==> src/design/assert_macros.svh <==
// assertion macros shared by the event log ring modules
`ifndef ASSERT_MACROS_SVH
`define ASSERT_MACROS_SVH

// property that holds at every clock edge outside reset
`define ELMR_ASSERT(lbl, expr, msg) \
    lbl: assert property (@(posedge i_clk) disable iff (!i_rst_n) (expr)) else $error(msg);

// same-cycle implication
`define ELMR_ASSERT_IMPLIES(lbl, ante, cons, msg) \
    lbl: assert property (@(posedge i_clk) disable iff (!i_rst_n) (ante) |-> (cons)) \
        else $error(msg);

// next-cycle implication
`define ELMR_ASSERT_NEXT(lbl, ante, cons, msg) \
    lbl: assert property (@(posedge i_clk) disable iff (!i_rst_n) (ante) |=> (cons)) \
        else $error(msg);

`endif

==> src/design/elmr_pkg.sv <==
// types, widths and defaults of the event log ring
package elmr_pkg;

    localparam int STATUS_POINTS_DEF = 256;
    localparam int EVENT_DEPTH_DEF   = 256;
    localparam int READERS_DEF       = 4;
    localparam int BATCH_MAX_DEF     = 16;
    localparam int RESULT_LIMIT      = 16;
    localparam int CMD_FIFO_DEPTH    = 2;
    localparam int RES_FIFO_DEPTH    = 4;

    localparam int OP_W      = 2;
    localparam int ADDR_W    = 16;
    localparam int VAL_W     = 8;
    localparam int TS_W      = 56;
    localparam int RD_IN_W   = 2;
    localparam int CNT_W     = 5;
    localparam int IMG_IDX_W = 12;
    // wide enough for base address plus the largest image
    localparam int WIN_W     = 18;

    typedef enum logic [OP_W-1:0] {
        OP_RECORD = 2'd0,
        OP_CHECK  = 2'd1,
        OP_DRAIN  = 2'd2,
        OP_STATUS = 2'd3
    } t_op;

    typedef enum logic [2:0] {
        CMD_RECORD,
        CMD_CHECK,
        CMD_DRAIN,
        CMD_STATUS,
        CMD_REJECT
    } t_cmd_kind;

    typedef enum logic [1:0] {
        BK_CLEAR,
        BK_IDLE,
        BK_READ,
        BK_EMIT
    } t_back_state;

    typedef struct packed {
        t_op                operation;
        logic [ADDR_W-1:0]  info_address;
        logic [VAL_W-1:0]   event_value;
        logic [TS_W-1:0]    event_timestamp;
        logic [RD_IN_W-1:0] reader_index;
        logic [CNT_W-1:0]   point_count;
    } t_in_item;

    typedef struct packed {
        logic               accepted;
        logic               has_events;
        logic [ADDR_W-1:0]  item_address;
        logic [VAL_W-1:0]   item_value;
        logic [TS_W-1:0]    item_timestamp;
        logic [CNT_W-1:0]   batch_count;
        logic               last;
    } t_out_item;

    typedef struct packed {
        t_cmd_kind            kind;
        logic                 in_window;
        logic [IMG_IDX_W-1:0] img_idx;
        logic [ADDR_W-1:0]    addr;
        logic [VAL_W-1:0]     value;
        logic [TS_W-1:0]      ts;
        logic [RD_IN_W-1:0]   reader;
        logic [CNT_W-1:0]     count;
    } t_cmd;

    typedef struct packed {
        logic clearing;
    } t_back_status;

endpackage

==> src/design/elmr_fifo.sv <==
// small first-in first-out queue of packed words
`include "assert_macros.svh"

module elmr_fifo #(
    parameter int WIDTH = $bits(elmr_pkg::t_out_item),
    parameter int DEPTH = elmr_pkg::RES_FIFO_DEPTH
) (
    input  logic             i_clk,
    input  logic             i_rst_n,
    input  logic             i_push,
    input  logic [WIDTH-1:0] i_data,
    output logic             o_full,
    input  logic             i_pop,
    output logic [WIDTH-1:0] o_data,
    output logic             o_empty
);

    localparam int PW = (DEPTH > 1) ? $clog2(DEPTH) : 1;
    localparam int CW = $clog2(DEPTH + 1);

    logic [WIDTH-1:0] r_mem [DEPTH];
    logic [PW-1:0]    r_wr;
    logic [PW-1:0]    r_rd;
    logic [CW-1:0]    r_count;
    logic             do_push;
    logic             do_pop;

    assign o_full  = (r_count == CW'(DEPTH));
    assign o_empty = (r_count == '0);
    assign o_data  = r_mem[r_rd];
    assign do_push = i_push && !o_full;
    assign do_pop  = i_pop && !o_empty;

    always_ff @(posedge i_clk) begin
        if (!i_rst_n) begin
            r_wr    <= '0;
            r_rd    <= '0;
            r_count <= '0;
        end else begin
            if (do_push) begin
                r_wr <= (r_wr == PW'(DEPTH - 1)) ? '0 : r_wr + 1'b1;
            end
            if (do_pop) begin
                r_rd <= (r_rd == PW'(DEPTH - 1)) ? '0 : r_rd + 1'b1;
            end
            if (do_push && !do_pop) begin
                r_count <= r_count + 1'b1;
            end else if (do_pop && !do_push) begin
                r_count <= r_count - 1'b1;
            end
        end
    end

    always_ff @(posedge i_clk) begin
        if (do_push) begin
            r_mem[r_wr] <= i_data;
        end
    end

    `ELMR_ASSERT(a_count_bound, r_count <= CW'(DEPTH), "fifo count beyond depth")
    `ELMR_ASSERT_NEXT(a_pop_drains, i_pop && !o_empty && !i_push, r_count == $past(r_count) - 1'b1, "fifo pop lost")

endmodule

==> config.mk <==
export PLATFORM = sky130hd
export DESIGN_NAME = elmr_fifo
export DESIGN_NICKNAME = d
export VERILOG_FILES = /design/src/design/elmr_pkg.sv /design/src/design/elmr_fifo.sv
export VERILOG_INCLUDE_DIRS = /design/src /design/src/design
export SDC_FILE = /design/constraint.sdc
export NUM_CORES = 1
export LEC_CHECK = 0
export BUFFER_PORTS_ARGS = -buffer_cell sky130_fd_sc_hd__buf_4
export CAP_MARGIN = 20
export CORE_AREA = 2 2 155 157
export DETAILED_ROUTE_END_ITERATION = 6
export DIE_AREA = 0 0 157 159
export PLACE_DENSITY_LB_ADDON = 0.1
export SETUP_SLACK_MARGIN = 0.15
export SYNTH_ARGS = -nofsm -noshare
export SYNTH_HDL_FRONTEND = slang
export SYNTH_SLANG_ARGS = --single-unit
export TNS_END_PERCENT = 1
==> constraint.sdc <==
create_clock -name i_clk -period 4.5 [get_ports i_clk]
set_input_delay 0.45 -clock i_clk [delete_from_list [all_inputs] [get_ports i_clk]]
set_output_delay 0.45 -clock i_clk [all_outputs]
set_load 0.01 [all_outputs]
==> flow_summary.toml <==
[final_layout]
finalInstanceArea_sq_um = 16200
final_layout_size_suffix_gt1_frac = 0.462
area_growth_pct = 23.3
nets = 820

[worst_setup_path]
max_stage_delay_ps = 790
crit_arrival_ps = 2510
cp_max_fo = 33
startpoint_type = "register"
worst_r2r_endpoint = "r_mem[2][3]"
critical_path_class = "reg2out"
crit_top_cell = "buf_4"
cp_data_required_time_ps = 4050
regToRegSetupSlack_ps = 1790
path_cells = "buf_4 > mux4_2 > buf_4"
end_kind = "output port"
r2r-start = "r_count[0]"
rr_worst_depth = 4
critPathSlowestCell = "dfxtp_4"

[route]
drtPass1Iterations = 4
routedWlPerCell_um = 22.2
via_count = 5935
vias_per_cell = 5.55
routed_wl_um = 23700
drtIter0Drc = 413
ant_nets = 0
drc = 0

[die]
dieWidth_um = 157
placementRows = 56
core_area_sq_um = 23200
die_area_sq_um = 25000
ioPinCount = 182
die_h_um = 159
start_util = 0.567

[clock_network]
cts_root_buf = "clkbuf_16"
clk_latency_ps = 510
post_cts_resized = 0
numCtsBuffers = 36
cts_sinks = 361
cts_hold_buf = 0
cts_tree = "yes"
clockBufferDepth = 3
htreeDepth = 2
post-cts-setup-buffer-count = 0
clk_pin_slew_ps = 60

[synthesis]
synth_top_family_by_area = "multiplexers"
syn_inst = 511
avgSynthCellArea_sq_um = 25.8
synth_commonest_cells = "edfxtp_1 (352), mux4_2 (88), buf_2 (10), dfxtp_1 (9), clkbuf_1 (8)"
synth_mux_area_frac = 0.153
synth_top_area_frac = 0.803
synth_area_leaders = "edfxtp_1 (80%), mux4_2 (15%), dfxtp_1 (1.4%), ha_1 (0.57%), buf_2 (0.38%)"
synth_fa_ha_area_frac = 0.00723
ys.flop_type = "edfxtp_1"
synth_compound_area_frac = 0.00228
yosysMostFrequentCell = "edfxtp_1"
synth_nets = 610
ys_ff_latch = 361
synth_top_area_cell = "edfxtp_1"
yosys.area_share.simple = 0.00780
post_synth_num_cell_types = 25
synth_edf_count = 352
ys_seq_area_frac = 0.817
synth_xor_area_frac = 0.00133
netlist_area_sq_um = 13200
yosysWarnings = 0
postSynth.asyncResetShare = 0

[placed_design]
dpl.hpwl_um = 14500
place.gp.congestion = 0.691
portBuffers = 181
placed_cell_area_sq_um = 14900

[hold_path]
worstHoldStart = "i_data[5]"
whs_path_depth = 1
holdPathEnd = "r_mem[0][5]"
hp-class = "in2reg"

[sta]
drv_slew = 0
slew_headroom = 0.317
fmax_mhz = 338
finalSetupTns_ps = 0
finClkSkew_ps = 20.3
setup_violations = 0
timing.final.crit_share = 0.657
fin_crit_ps = 2960
rsz0062_at_grt = "no"
finalHoldViolCount = 0
worstMarginPinSlew_ps = 1020

[grt]
grt_pass1_vias = 6361
grt_overflow_total = 0
grt_max_degree = 72
grt_pass1_wl_um = 36500
track_usage = 0.196
grt_antenna_before_repair = 1

[power_and_ir_drop]
p_leak_nw = 5.47
ir_drop_v = 0.000378
power_density_nw_per_um2 = 589

[job]
maxCapViolCount = 0

[run_status]
status = "complete, no violations"
[worst max-delay path, delay by kind of cell (launching register included)]
family / cells / cell delay (ps)
buffers and inverters: 2 / 620
DFF: 1 / 790
muxes: 1 / 580
[cell usage in the layout, fill, tap and decap left out, drive strengths merged]
| cell | n |
|---|---|
| clkinv | 8 |
| nand2 | 6 |
| clkinvlp | 5 |
| edfxtp | 352 |
| mux2i | 3 |
| a21boi | 1 |
| buf | 194 |
| nand3 | 2 |
| or3 | 1 |
| xnor2 | 1 |
| and2 | 5 |
| dfxtp | 9 |
| nor2b | 2 |
| diode | 1 |
| clkbuf | 43 |
| o31ai | 1 |
| inv | 5 |
| ha | 6 |
| nor2 | 2 |
| nor3 | 1 |
| nor3b | 1 |
| o21ai | 3 |
| xor2 | 1 |
| fa | 1 |
| bufinv | 8 |
| mux4 | 88 |
[worst max path at each step]
| stage | startpoint | end | slack (ps) |
|---|---|---|---|
| floorplan | r_count[0] | r_mem[0][0] | 1090 |
| finish | register | o_data[69] | 1540 |
| global route | register | o_data[69] | 1330 |
| global placement | i_push | r_mem[0][19] | 1850 |
| detailed placement | r_count[0] | r_mem[0][12] | 1740 |
| CTS | register | o_data[69] | 1440 |
[layer usage]
metal	wire length (um)	GRT usage	vias up
li1	-	-	2610
met1	9620	0.267	3080
met2	11900	0.315	205
met3	1560	0.0484	40
met4	558	0.0634	0
met5	0	0	-
[cell type report]
type	count	area, sq um
Tap cell	319	399
Sequential cell	361	10800
Timing Repair Buffer	194	1490
Clock inverter	23	334
Inverter	3	11.3
Multi-Input combinational cell	125	2270
Clock buffer	43	968
Fill cell	1404	6960
Antenna cell	1	2.50
[metrics by stage]
step | std cells | total power, mW | util | hold slack, ps | worst slack (ps)
final | 1069 | 9.56 | 0.700 | 136 | 1540
after global routing | 1068 | 9.94 | 0.700 | 112 | 1330
after CTS | 1067 | 9.67 | 0.698 | 115 | 1440
after detailed placement | 1001 | 6.46 | 0.642 | 504 | 1740
after global placement | 1001 | 6.41 | 0.642 | 476 | 1850
after floorplan | 511 | 5.53 | - | 468 | 1090
[report_power, final]
part | total (mW) | leakage [nW] | switching [mW] | internal (mW)
Clock | 3.21 | 0.620 | 1.20 | 2.01
Combinational | 2.06 | 1.55 | 0.938 | 1.12
Sequential | 4.29 | 3.30 | 0.193 | 4.10
Total | 9.56 | 5.47 | 2.33 | 7.23
[sequential cells by signal, summed over array words and instances (netlist names), named ones only]
name	cells
r_count	3
r_wr	2
r_rd	2
r_mem	352
[kinds of logic (layout without fill, tap and decap cells)]
kind of cell / Yosys count / after routing
muxes: 91 / 91
adders and majority gates: 7 / 7
xor gates and xnor gates: 2 / 2
AOI/OAI and AO/OA: 5 / 5
buffers and inverters: 25 / 263
other: 0 / 1
and+or+nand+nor: 20 / 20
DFF: 361 / 361
Power figures use the tool's default switching activity.
