$ cat src/design/assert_macros.svh
// assertion macros shared by the event log ring modules
`ifndef ASSERT_MACROS_SVH
`define ASSERT_MACROS_SVH

// property that holds at every clock edge outside reset
`define ELMR_ASSERT(lbl, expr, msg) \
    lbl: assert property (@(posedge i_clk) disable iff (!i_rst_n) (expr)) else $error(msg);

// same-cycle implication
`define ELMR_ASSERT_IMPLIES(lbl, ante, cons, msg) \
    lbl: assert property (@(posedge i_clk) disable iff (!i_rst_n) (ante) |-> (cons)) \
        else $error(msg);

// next-cycle implication
`define ELMR_ASSERT_NEXT(lbl, ante, cons, msg) \
    lbl: assert property (@(posedge i_clk) disable iff (!i_rst_n) (ante) |=> (cons)) \
        else $error(msg);

`endif

$ cat src/design/elmr_pkg.sv
// types, widths and defaults of the event log ring
package elmr_pkg;

    localparam int STATUS_POINTS_DEF = 256;
    localparam int EVENT_DEPTH_DEF   = 256;
    localparam int READERS_DEF       = 4;
    localparam int BATCH_MAX_DEF     = 16;
    localparam int RESULT_LIMIT      = 16;
    localparam int CMD_FIFO_DEPTH    = 2;
    localparam int RES_FIFO_DEPTH    = 4;

    localparam int OP_W      = 2;
    localparam int ADDR_W    = 16;
    localparam int VAL_W     = 8;
    localparam int TS_W      = 56;
    localparam int RD_IN_W   = 2;
    localparam int CNT_W     = 5;
    localparam int IMG_IDX_W = 12;
    // wide enough for base address plus the largest image
    localparam int WIN_W     = 18;

    typedef enum logic [OP_W-1:0] {
        OP_RECORD = 2'd0,
        OP_CHECK  = 2'd1,
        OP_DRAIN  = 2'd2,
        OP_STATUS = 2'd3
    } t_op;

    typedef enum logic [2:0] {
        CMD_RECORD,
        CMD_CHECK,
        CMD_DRAIN,
        CMD_STATUS,
        CMD_REJECT
    } t_cmd_kind;

    typedef enum logic [1:0] {
        BK_CLEAR,
        BK_IDLE,
        BK_READ,
        BK_EMIT
    } t_back_state;

    typedef struct packed {
        t_op                operation;
        logic [ADDR_W-1:0]  info_address;
        logic [VAL_W-1:0]   event_value;
        logic [TS_W-1:0]    event_timestamp;
        logic [RD_IN_W-1:0] reader_index;
        logic [CNT_W-1:0]   point_count;
    } t_in_item;

    typedef struct packed {
        logic               accepted;
        logic               has_events;
        logic [ADDR_W-1:0]  item_address;
        logic [VAL_W-1:0]   item_value;
        logic [TS_W-1:0]    item_timestamp;
        logic [CNT_W-1:0]   batch_count;
        logic               last;
    } t_out_item;

    typedef struct packed {
        t_cmd_kind            kind;
        logic                 in_window;
        logic [IMG_IDX_W-1:0] img_idx;
        logic [ADDR_W-1:0]    addr;
        logic [VAL_W-1:0]     value;
        logic [TS_W-1:0]      ts;
        logic [RD_IN_W-1:0]   reader;
        logic [CNT_W-1:0]     count;
    } t_cmd;

    typedef struct packed {
        logic clearing;
    } t_back_status;

endpackage

$ cat src/design/elmr_front.sv
// front end: configuration register and request classification
module elmr_front #(
    parameter int STATUS_POINTS = elmr_pkg::STATUS_POINTS_DEF,
    parameter int READERS       = elmr_pkg::READERS_DEF
) (
    input  logic                        i_clk,
    input  logic                        i_rst_n,
    input  logic                        i_cfg_valid,
    output logic                        o_cfg_ready,
    input  logic [elmr_pkg::ADDR_W-1:0] i_cfg_data,
    input  elmr_pkg::t_in_item          i_item,
    output elmr_pkg::t_cmd              o_cmd
);

    localparam int WIN_W = elmr_pkg::WIN_W;

    logic [elmr_pkg::ADDR_W-1:0] r_base;
    logic [WIN_W-1:0]            base_w;
    logic [WIN_W-1:0]            addr_w;
    logic [WIN_W-1:0]            lim_w;
    logic [WIN_W-1:0]            offset_w;
    logic                        in_window;
    logic                        rd_ok;
    logic                        stat_ok;

    assign o_cfg_ready = 1'b1;

    always_ff @(posedge i_clk) begin
        if (!i_rst_n) begin
            r_base <= elmr_pkg::ADDR_W'(1);
        end else if (i_cfg_valid && o_cfg_ready) begin
            r_base <= i_cfg_data;
        end
    end

    always_comb begin
        base_w    = WIN_W'(r_base);
        addr_w    = WIN_W'(i_item.info_address);
        lim_w     = base_w + WIN_W'(STATUS_POINTS);
        offset_w  = addr_w - base_w;
        in_window = (addr_w >= base_w) && (addr_w < lim_w);
        rd_ok     = (32'(i_item.reader_index) < READERS);
        stat_ok   = (i_item.point_count != '0)
                 && (i_item.point_count <= elmr_pkg::CNT_W'(elmr_pkg::RESULT_LIMIT))
                 && (addr_w >= base_w)
                 && (addr_w + WIN_W'(i_item.point_count) <= lim_w);
    end

    always_comb begin
        o_cmd           = '0;
        o_cmd.in_window = in_window;
        o_cmd.img_idx   = offset_w[elmr_pkg::IMG_IDX_W-1:0];
        o_cmd.addr      = i_item.info_address;
        o_cmd.value     = i_item.event_value;
        o_cmd.ts        = i_item.event_timestamp;
        o_cmd.reader    = i_item.reader_index;
        o_cmd.count     = i_item.point_count;
        case (i_item.operation)
            elmr_pkg::OP_RECORD: o_cmd.kind = elmr_pkg::CMD_RECORD;
            elmr_pkg::OP_CHECK:  o_cmd.kind = rd_ok ? elmr_pkg::CMD_CHECK : elmr_pkg::CMD_REJECT;
            elmr_pkg::OP_DRAIN:  o_cmd.kind = rd_ok ? elmr_pkg::CMD_DRAIN : elmr_pkg::CMD_REJECT;
            elmr_pkg::OP_STATUS: o_cmd.kind = stat_ok ? elmr_pkg::CMD_STATUS
                                                      : elmr_pkg::CMD_REJECT;
            default:             o_cmd.kind = elmr_pkg::CMD_REJECT;
        endcase
    end

endmodule

$ cat config.mk
export PLATFORM = sky130hd
export DESIGN_NAME = elmr_front
export DESIGN_NICKNAME = d
export VERILOG_FILES = /design/src/design/assert_macros.svh /design/src/design/elmr_pkg.sv /design/src/design/elmr_front.sv
export SDC_FILE = /design/constraint.sdc
export NUM_CORES = 1
export LEC_CHECK = 0
export BUFFER_PORTS_ARGS = -buffer_cell sky130_fd_sc_hd__clkbuf_2
export CAP_MARGIN = 10
export CORE_AREA = 2 2 85 87
export DETAILED_ROUTE_END_ITERATION = 12
export DIE_AREA = 0 0 87 89
export PLACE_DENSITY = 0.89
export SLEW_MARGIN = 20
export SYNTH_ARGS = -nofsm -noshare
export SYNTH_HDL_FRONTEND = slang
export SYNTH_SLANG_ARGS = --single-unit
$ cat constraint.sdc
create_clock -name i_clk -period 6.13 [get_ports i_clk]
set_input_delay 0.3065 -clock i_clk [delete_from_list [all_inputs] [get_ports i_clk]]
set_output_delay 0.3065 -clock i_clk [all_outputs]
set_load 0.01 [all_outputs]
==> run summary, run 1 <==
The flow ran to the end, and the final reports show no timing, DRC or antenna violations. The final number of hold-violating endpoints is 0. In the final layout, the registers with the most flip-flops are r_base (16).

The worst vdd rail ir drop came out at 157 uV. The worst setup path is captured at a primary output. The share of Yosys cell area claimed by the top area cell type came out at between 20% and 30%.

The slew at the pin closest to its max-slew limit is roughly 0.57 ns. A synthesized cell averages approximately 8.0 sq um. The quantity of gates resized following cts is 0. The residual DRC count came out at 0. The wire length of the first global-routing pass came out at around 11000 um.

Of the total power, combinational logic draws between 50% and 60%. For this design the static power due to leakage is 1.46 nW. The register with the most flip-flops is r_base. The first detailed-routing pass took 4 iterations. Once detail routing completed, the nets flagged for antenna violations numbered 0. For flop-to-flop paths, the worst setup slack is roughly 5.3 ns. The highest achievable clock rate came out at between 200 and 250 MHz. The maximum net fanout on the critical path is 4. The clock buffer count from CTS came out at 3. The worst setup path is of the in -> out kind.

At the worst endpoint, the required time is approximately 5.8 ns. The flip-flop and latch count after synthesis came out at 16. The worst setup slack after layout came out at approximately 2.0 ns. The filler cells instantiated in the layout total ~630. The biggest cell delay along the critical path is approximately 0.57 ns. The share of flip-flops with an asynchronous set or reset is 0%. The buffer depth of the longest clock path is 2.

The count of max-cap constraint violations came out at 0. The leftover overflow at the end of global routing is 0. The final sum of negative setup slack is 0 ns. The worst setup path is launched from an input pin. The number of cells on the worst reg-to-reg path is 2.

The switching power as a share of total power came out at between 30% and 40%. The floorplan step defined a core boundary enclosing 6720 sq um. The worst hold path terminates at r_base[0].

The power spent charging and discharging nets is between 0.15 and 0.2 mW. From left edge to right edge, the die measures between 80 and 90 um. The vertical die dimension is 89 um.

The initial utilization of the core area, before any placement, comes to between 40% and 50%. The data arrival time of the critical path came out at 3.85 ns. Once layout is complete, the utilization of the core stands at between 40% and 50%. Setup repair after global routing left no endpoint under its margin. The total of endpoints with negative setup slack in the final report is 0. The count of buffers added on input and output ports is roughly 80. The portion of the post-synthesis area used by sequential elements is 10.5%.

The number of buffers inserted for hold repair after clock tree synthesis came out at 0. The final total power is 0.446 mW. The share of total power in the clock network is about 21%. For this design the ratio of total power to cell area is 153 nW/um^2.

The final instance area came out at 2910 sq um. Among all flip-flop cells after synthesis, the most frequent one is dfxtp_1. The top-level port count came out at ~210. The final weighted congestion of routability-driven global placement is 0.953.

The detailed router finished its first iteration with about 110 violations. The initial antenna violation count came out at 0. The clock sink total came out at 16. Clock-pin slew was measured on the worst setup and hold paths at 0.06 ns.

The number of vias per cell is approximately 5.4. buf_4 takes more of the synthesized area than any other cell. The worst register-to-register path ends at r_base[8].

The number of instances on the worst hold path came out at 3. The net count after synthesis is about 540. In the final layout, the share of cells above drive strength 1 is a little under a quarter. The H-tree depth came out at 1. Registers are responsible for a little over a quarter of the overall power.

The floorplan has 30 rows. The worst register-to-register path begins at r_base[8]. In this run the tightest slew margin relative to its limit is approximately 62%. Among all stages on the critical path, the largest delay is contributed by or4_4. The average wire per cell in the routed design is ~15 um. The total half-perimeter wirelength after legalization and detailed placement came out at between 5000 and 6000 um. Prior to clock tree synthesis, the placed netlist has a worst setup slack of just over 2 ns. The startpoint identified for the worst hold timing path is i_cfg_data[0].

The signal on the critical path passes through clkbuf_2, ha_1, inv_1, fa_1, nor2b_1, o21a_1, o21ai_0, a21oi_1, and3_1, xor2_1, ha_1, nand4_2, or4_4, a31oi_2, nor4bb_1, o22ai_2, and3_1, clkbuf_2. The overall routing resource usage came out at approximately 17%. The instance count of the mapped netlist is 384. The total vias in the final route is 2456. The cell area after synthesis is slightly above 3000 sq um.

The number of setup buffers added after CTS came out at 0. In this run the cell area measured after placement is around 2900 sq um. The number of flip-flops in the largest register is 16. Among all cell types in the netlist, the one instantiated most often is buf_4. The worst-case clock skew is 0 ns. The later pin in the worst-skew pair is clocked with a latency of 0.25 ns. The final wirelength is about 6900 um. The fraction of the cycle the final worst path needs is between 60% and 70%. TritonCTS built the clock tree. The number of pins exceeding their max-slew limit in the final report came out at 0. The root buffer cell chosen for the clock tree is clkbuf_8. In this run, synthesis inferred 0 flip-flops with an integrated enable. The number of global-route vias before repair is approximately 2500. The pin count of the biggest net entering global routing came out at 17. Yosys attributes the largest share of cell area to buf_4 22%, ha_1 19%, dfxtp_1 10%. The number of antenna diodes came out at 0. After synthesis, the most frequently instantiated cells are 89 x buf_4, 47 x ha_1, 27 x inv_1, 23 x a21oi_1, 21 x nor2b_1. The final critical path time including I/O delays and setup came out at 4.15 ns. The final net count came out at 530. The Yosys step of the flow raised 0 warnings. The type of the worst min-delay path is in -> reg. The number of different library cells used by synthesis comes to 40.

The area added between synthesis and finish came out at -4.71%. The die covers a little under 8000 sq um. The internal power came out at roughly 0.27 mW.
per-layer routing:
layer  up-vias  share of wire [%]  global-route usage, %
li1       1219                  -                      -
met1      1100                 41                   20.5
met2       112                 52                   32.5
met3        25                5.5                   2.40
met4         0                1.8                   5.82
met5         -                  0                      0
power groups by stage:
stage / clock network [mW] / logic [mW] / registers, mW
3_3_place_gp: 0 / 0.228 / 0.119
5_1_grt: 0.0989 / 0.266 / 0.118
4_1_cts: 0.0938 / 0.237 / 0.117
2_1_floorplan: 0 / 0.212 / 0.116
3_5_place_dp: 0 / 0.237 / 0.119
6_report: 0.0926 / 0.237 / 0.117
worst max path at each step:
stage               startpoint         end  slack, ns  depth (start not counted)
floorplan            i_item[0]  o_cmd[100]       2.52                         15
global placement     i_item[0]  o_cmd[102]       2.19                         18
detailed placement   i_item[0]  o_cmd[102]       2.02                         18
CTS                  i_item[0]  o_cmd[102]       2.00                         18
global route         i_item[0]  o_cmd[102]       1.66                         18
finish               i_item[0]  o_cmd[102]       1.98                         18
per-stage QoR:
stage / hold WS, ns / std cells
finish: 0.280 / 452
global route: 0.311 / 452
CTS: 0.276 / 452
detailed placement: 0.515 / 448
global placement: 0.503 / 448
floorplan: 0.435 / 384
logic make-up after synthesis:
logic type	Yosys count	synth area share, %
buf+inv	121	25.9
simple gates	90	16.5
compound gates	61	12.6
fa+ha+maj	49	20.5
xor+xnor	30	8.59
mux	16	5.24
flops	16	10.5
other cells	1	0.123
critical path, delay by kind of cell:
kind | cells | cell delay (ns)
and+or+nand+nor | 6 | 1.35
AOI/OAI and AO/OA | 5 | 0.93
adders and majority gates | 3 | 0.89
buffers and inverters | 3 | 0.29
xor gates and xnor gates | 1 | 0.08
final cells by class:
type                       instances  area (sq um)  share of cell area [%]
tap                               80           100                    3.43
sequential                        16           320                    11.0
clock buffer                       4          55.1                    1.89
inverter                          27           101                    3.48
timing repair buffer              78           390                    13.4
multi-input combinational        247          1950                    66.8
layout by cell type, fill, tap and decap left out, drive strengths merged, types with 11 or more instances in the layout:
cell type | netlist | layout
nand2 | 14 | 14
xor2 | 13 | 13
xnor2 | 17 | 17
inv | 27 | 27
ha | 47 | 47
clkbuf | 3 | 82
dfxtp | 16 | 16
o21ai | 11 | 11
nor2 | 12 | 12
mux2i | 16 | 16
a21oi | 23 | 23
nand3 | 13 | 13
nor2b | 21 | 21
a21o | 11 | 11
No activity file was read; power rests on OpenSTA's default activity.
==> inputs of run 2 (changes only) <==
Settings changed: CORE_AREA 2 2 85 87 to 2 2 88 90, DIE_AREA 0 0 87 89 to 0 0 90 92, PLACE_DENSITY 0.89 to 0.84.
Clock period 6.13 ns to 4.1 ns, I/O delays scaled along.
==> run 2 against run 1 <==
Routed wire length shrank 1.1%. Combinational power increased by 51%. Clock skew is the same. Worst hold slack got worse by 0.099 ns. Core utilization is 3.8 points lower. Clock power rose by 24%. Critical endpoint unchanged.
==> run summary, run 2 (synthesized netlist as in run 1, its figures left out) <==
Outcome: completed (unchanged). The pin count of the biggest net entering global routing is 17 (unchanged). The leakage power total was 1.46 nW (about the same). The data arrival time of the critical path is 3.58 ns (was 3.85 ns). The worst slack at placement is 0.205 ns (was 2.02 ns). The H-tree depth is 1 (unchanged). The final total power is 0.646 mW (was 0.446 mW).

The register with the most flip-flops was r_base (unchanged). The met3 routing resource usage after global routing came out at 2.30% (was 2.40%). The count of non-filler cells in the finished layout was 474 (was 452). The number of antenna diodes came out at 0 (unchanged). The final wirelength came out at 6830 um (was 6900 um).

The number of I/O port buffers came out at 78 (unchanged). The power per unit of standard cell area is 220 nW/um^2 (was 153 nW/um^2). The kind of end point of the critical path is a primary output (unchanged). The clock buffer count from CTS came out at 3 (unchanged).

The worst-case clock skew came out at 0 ns (unchanged). The worst setup slack after layout is 0.319 ns (was 1.98 ns). The total half-perimeter wirelength after legalization and detailed placement is 5940 um (was 5930 um). The total vias in the final route came out at 2454 (was 2456).

The remaining antenna violation count came out at 0 (unchanged). The floorplan core area is 7450 sq um (was 6720 sq um). The type of the worst min-delay path is in -> reg (unchanged). The launching element type of the critical path was an input pin (unchanged).

The endpoint required time on the critical path came out at 3.89 ns (was 5.82 ns). The met2 demand-to-capacity share in global routing was 28.1% (was 32.5%). Cells traversed along the worst timing path: clkbuf_2, ha_1, inv_1, fa_1, nor2b_1, o21a_1, o21ai_1, a21oi_2, and3_4, xor2_1, ha_1, nand4_2, or4_4, a31oi_2, nor4bb_1, o22ai_2, and3_1, clkbuf_2 (was clkbuf_2, ha_1, inv_1, fa_1, nor2b_1, o21a_1, o21ai_0, a21oi_1, and3_1, xor2_1, ha_1, nand4_2, or4_4, a31oi_2, nor4bb_1, o22ai_2, and3_1, clkbuf_2). The clock input transition at the sequential cells of the worst setup and hold paths is 0.06 ns (about the same).

The count of max-cap constraint violations is 0 (unchanged). The latest clock arrival within the worst-skew pair is 0.24 ns (was 0.25 ns). The area added between synthesis and finish is -3.72% (was -4.71%). The number of instances on the worst hold path is 3 (unchanged). The worst max-slew margin expressed relative to the limit came out at 65.8% (was 62.2%). The fraction of the cycle the final worst path needs is between 90% and 100%.

The wire length of the first global-routing pass is 11100 um (about the same). The total of endpoints with negative setup slack in the final report came out at 0 (unchanged). The count of routing violations after the opening detailed-route iteration is 101 (was 114). The average wire per cell in the routed design is 14.4 um (was 15.3 um). The slew at the pin closest to its max-slew limit is 0.513 ns (was 0.567 ns). The cell count after placement came to 471 (was 448).

The first-pass iteration count of the detailed router was 4 (unchanged). The final number of hold-violating endpoints is 0 (unchanged). The cell at the root of the clock tree is clkbuf_8 (unchanged). Derived from the worst setup path, the maximum achievable clock frequency is roughly 260 MHz. The final weighted congestion of routability-driven global placement is 0.838 (was 0.953). The master of the slowest instance on the critical path is or4_4 (unchanged).

The residual DRC count is 0 (unchanged). The number of placement rows came to 32 (was 30). The clock sink total came to 16 (unchanged). The maximum net fanout on the critical path is 4 (unchanged). Unrepaired setup endpoints after global routing: false (unchanged). Largest registers in the final layout: r_base (16) (unchanged). The final sum of negative setup slack is 0 ns (unchanged). Most frequent cells in the layout: 78 x clkbuf_2, 47 x ha_1, 27 x inv_1 (unchanged). The number of pins exceeding their max-slew limit in the final report came out at 0 (unchanged). The fraction of layout instances using a drive strength above 1 is 23.9% (was 23.4%). The final critical path time including I/O delays and setup is roughly 3.8 ns.

The number of vias per cell was 5.18 (was 5.43). The most common cell after layout, fill and taps aside was clkbuf_2 (unchanged). The final net count came out at 531 (was 530). The overall routing resource usage is 16.0% (was 17.5%).

The most used routing layer in global routing is met2 (unchanged). The biggest cell delay along the critical path came out at 0.57 ns (about the same). The number of filler cells placed in the layout is 775 (was 626).

The CTS tree is done (unchanged). The number of global-route vias before repair is 2377 (was 2455). The worst vdd rail ir drop came out at 198 uV (was 157 uV). The initial antenna violation count was 0 (unchanged). The category of the critical setup timing path was in -> out (unchanged). The x dimension of the die is 90 um (was 87 um). The buffer depth of the longest clock path came out at 2 (unchanged). The starting utilization of the core area came out at 41.1% (was 45.5%). The top-level port count was 212 (unchanged). The vertical die dimension came out at 92 um (was 89 um). The logic depth of the worst register-to-register path came out at 2 (unchanged). The met1 routing resource usage after global routing is 19.2% (was 20.5%). The area of the die came to 8280 sq um (was 7740 sq um).

The leftover overflow at the end of global routing is 0 (unchanged). The number of flip-flops in the largest register is 16 (unchanged).
==> run 2: metrics by stage <==
step	hold WS, ns	cell area (sq um)	utilization [%]
after CTS	0.178	2940	39.4
final	0.181	2940	39.5
after floorplan	0.333	3060	-
after detailed placement	0.410	2890	38.9
after global routing	0.188	2940	39.5
after global placement	0.410	2890	38.9
==> run 2: cell type report <==
| type | count | area, sq um | area share (%) |
|---|---|---|---|
| multi-input cells | 247 | 1960 | 66.4 |
| repair buffers | 79 | 398 | 13.5 |
| flip-flops and latches | 16 | 320 | 10.9 |
| well taps | 102 | 128 | 4.33 |
| inverters | 27 | 101 | 3.44 |
| clock buffers | 3 | 41.3 | 1.40 |
==> run 2: power breakdown <==
group | leakage [nW] | total [mW] | switching (mW) | internal [mW]
clock network | 0.0216 | 0.115 | 0.0504 | 0.0649
logic | 1.30 | 0.357 | 0.199 | 0.158
registers | 0.132 | 0.174 | 0.00889 | 0.165
==> run 2: critical path: cells and delay by family <==
family	cells	cell delay, ns
and+or+nand+nor	6	1.34
adders and majority gates	3	0.90
AOI/OAI and AO/OA	5	0.78
buffers and inverters	3	0.30
xor gates and xnor gates	1	0.06
==> run 2: worst paths after layout <==
check,endpoint,from,slack (ns)
worst min register to register,r_base[4],r_base[4],0.51
worst min-delay path,r_base[0],i_cfg_data[0],0.18
worst max register to register,r_base[8],r_base[8],3.28
worst max-delay path,o_cmd[102],i_item[0],0.32
==> run 2: timing repair <==
action                     in CTS  in global routing
resized for setup               0                  4
buffers inserted                0                  0
hold buffers                    0                  0
setup endpoints to repair       0                  3
==> run 2: routing by layer <==
layer,vias to the layer above,routed length [um],share of wire (%)
li1,1211,-,-
met1,1119,2890,42
met2,92,3360,49
met3,32,345,5.1
met4,0,232,3.4
met5,-,0,0
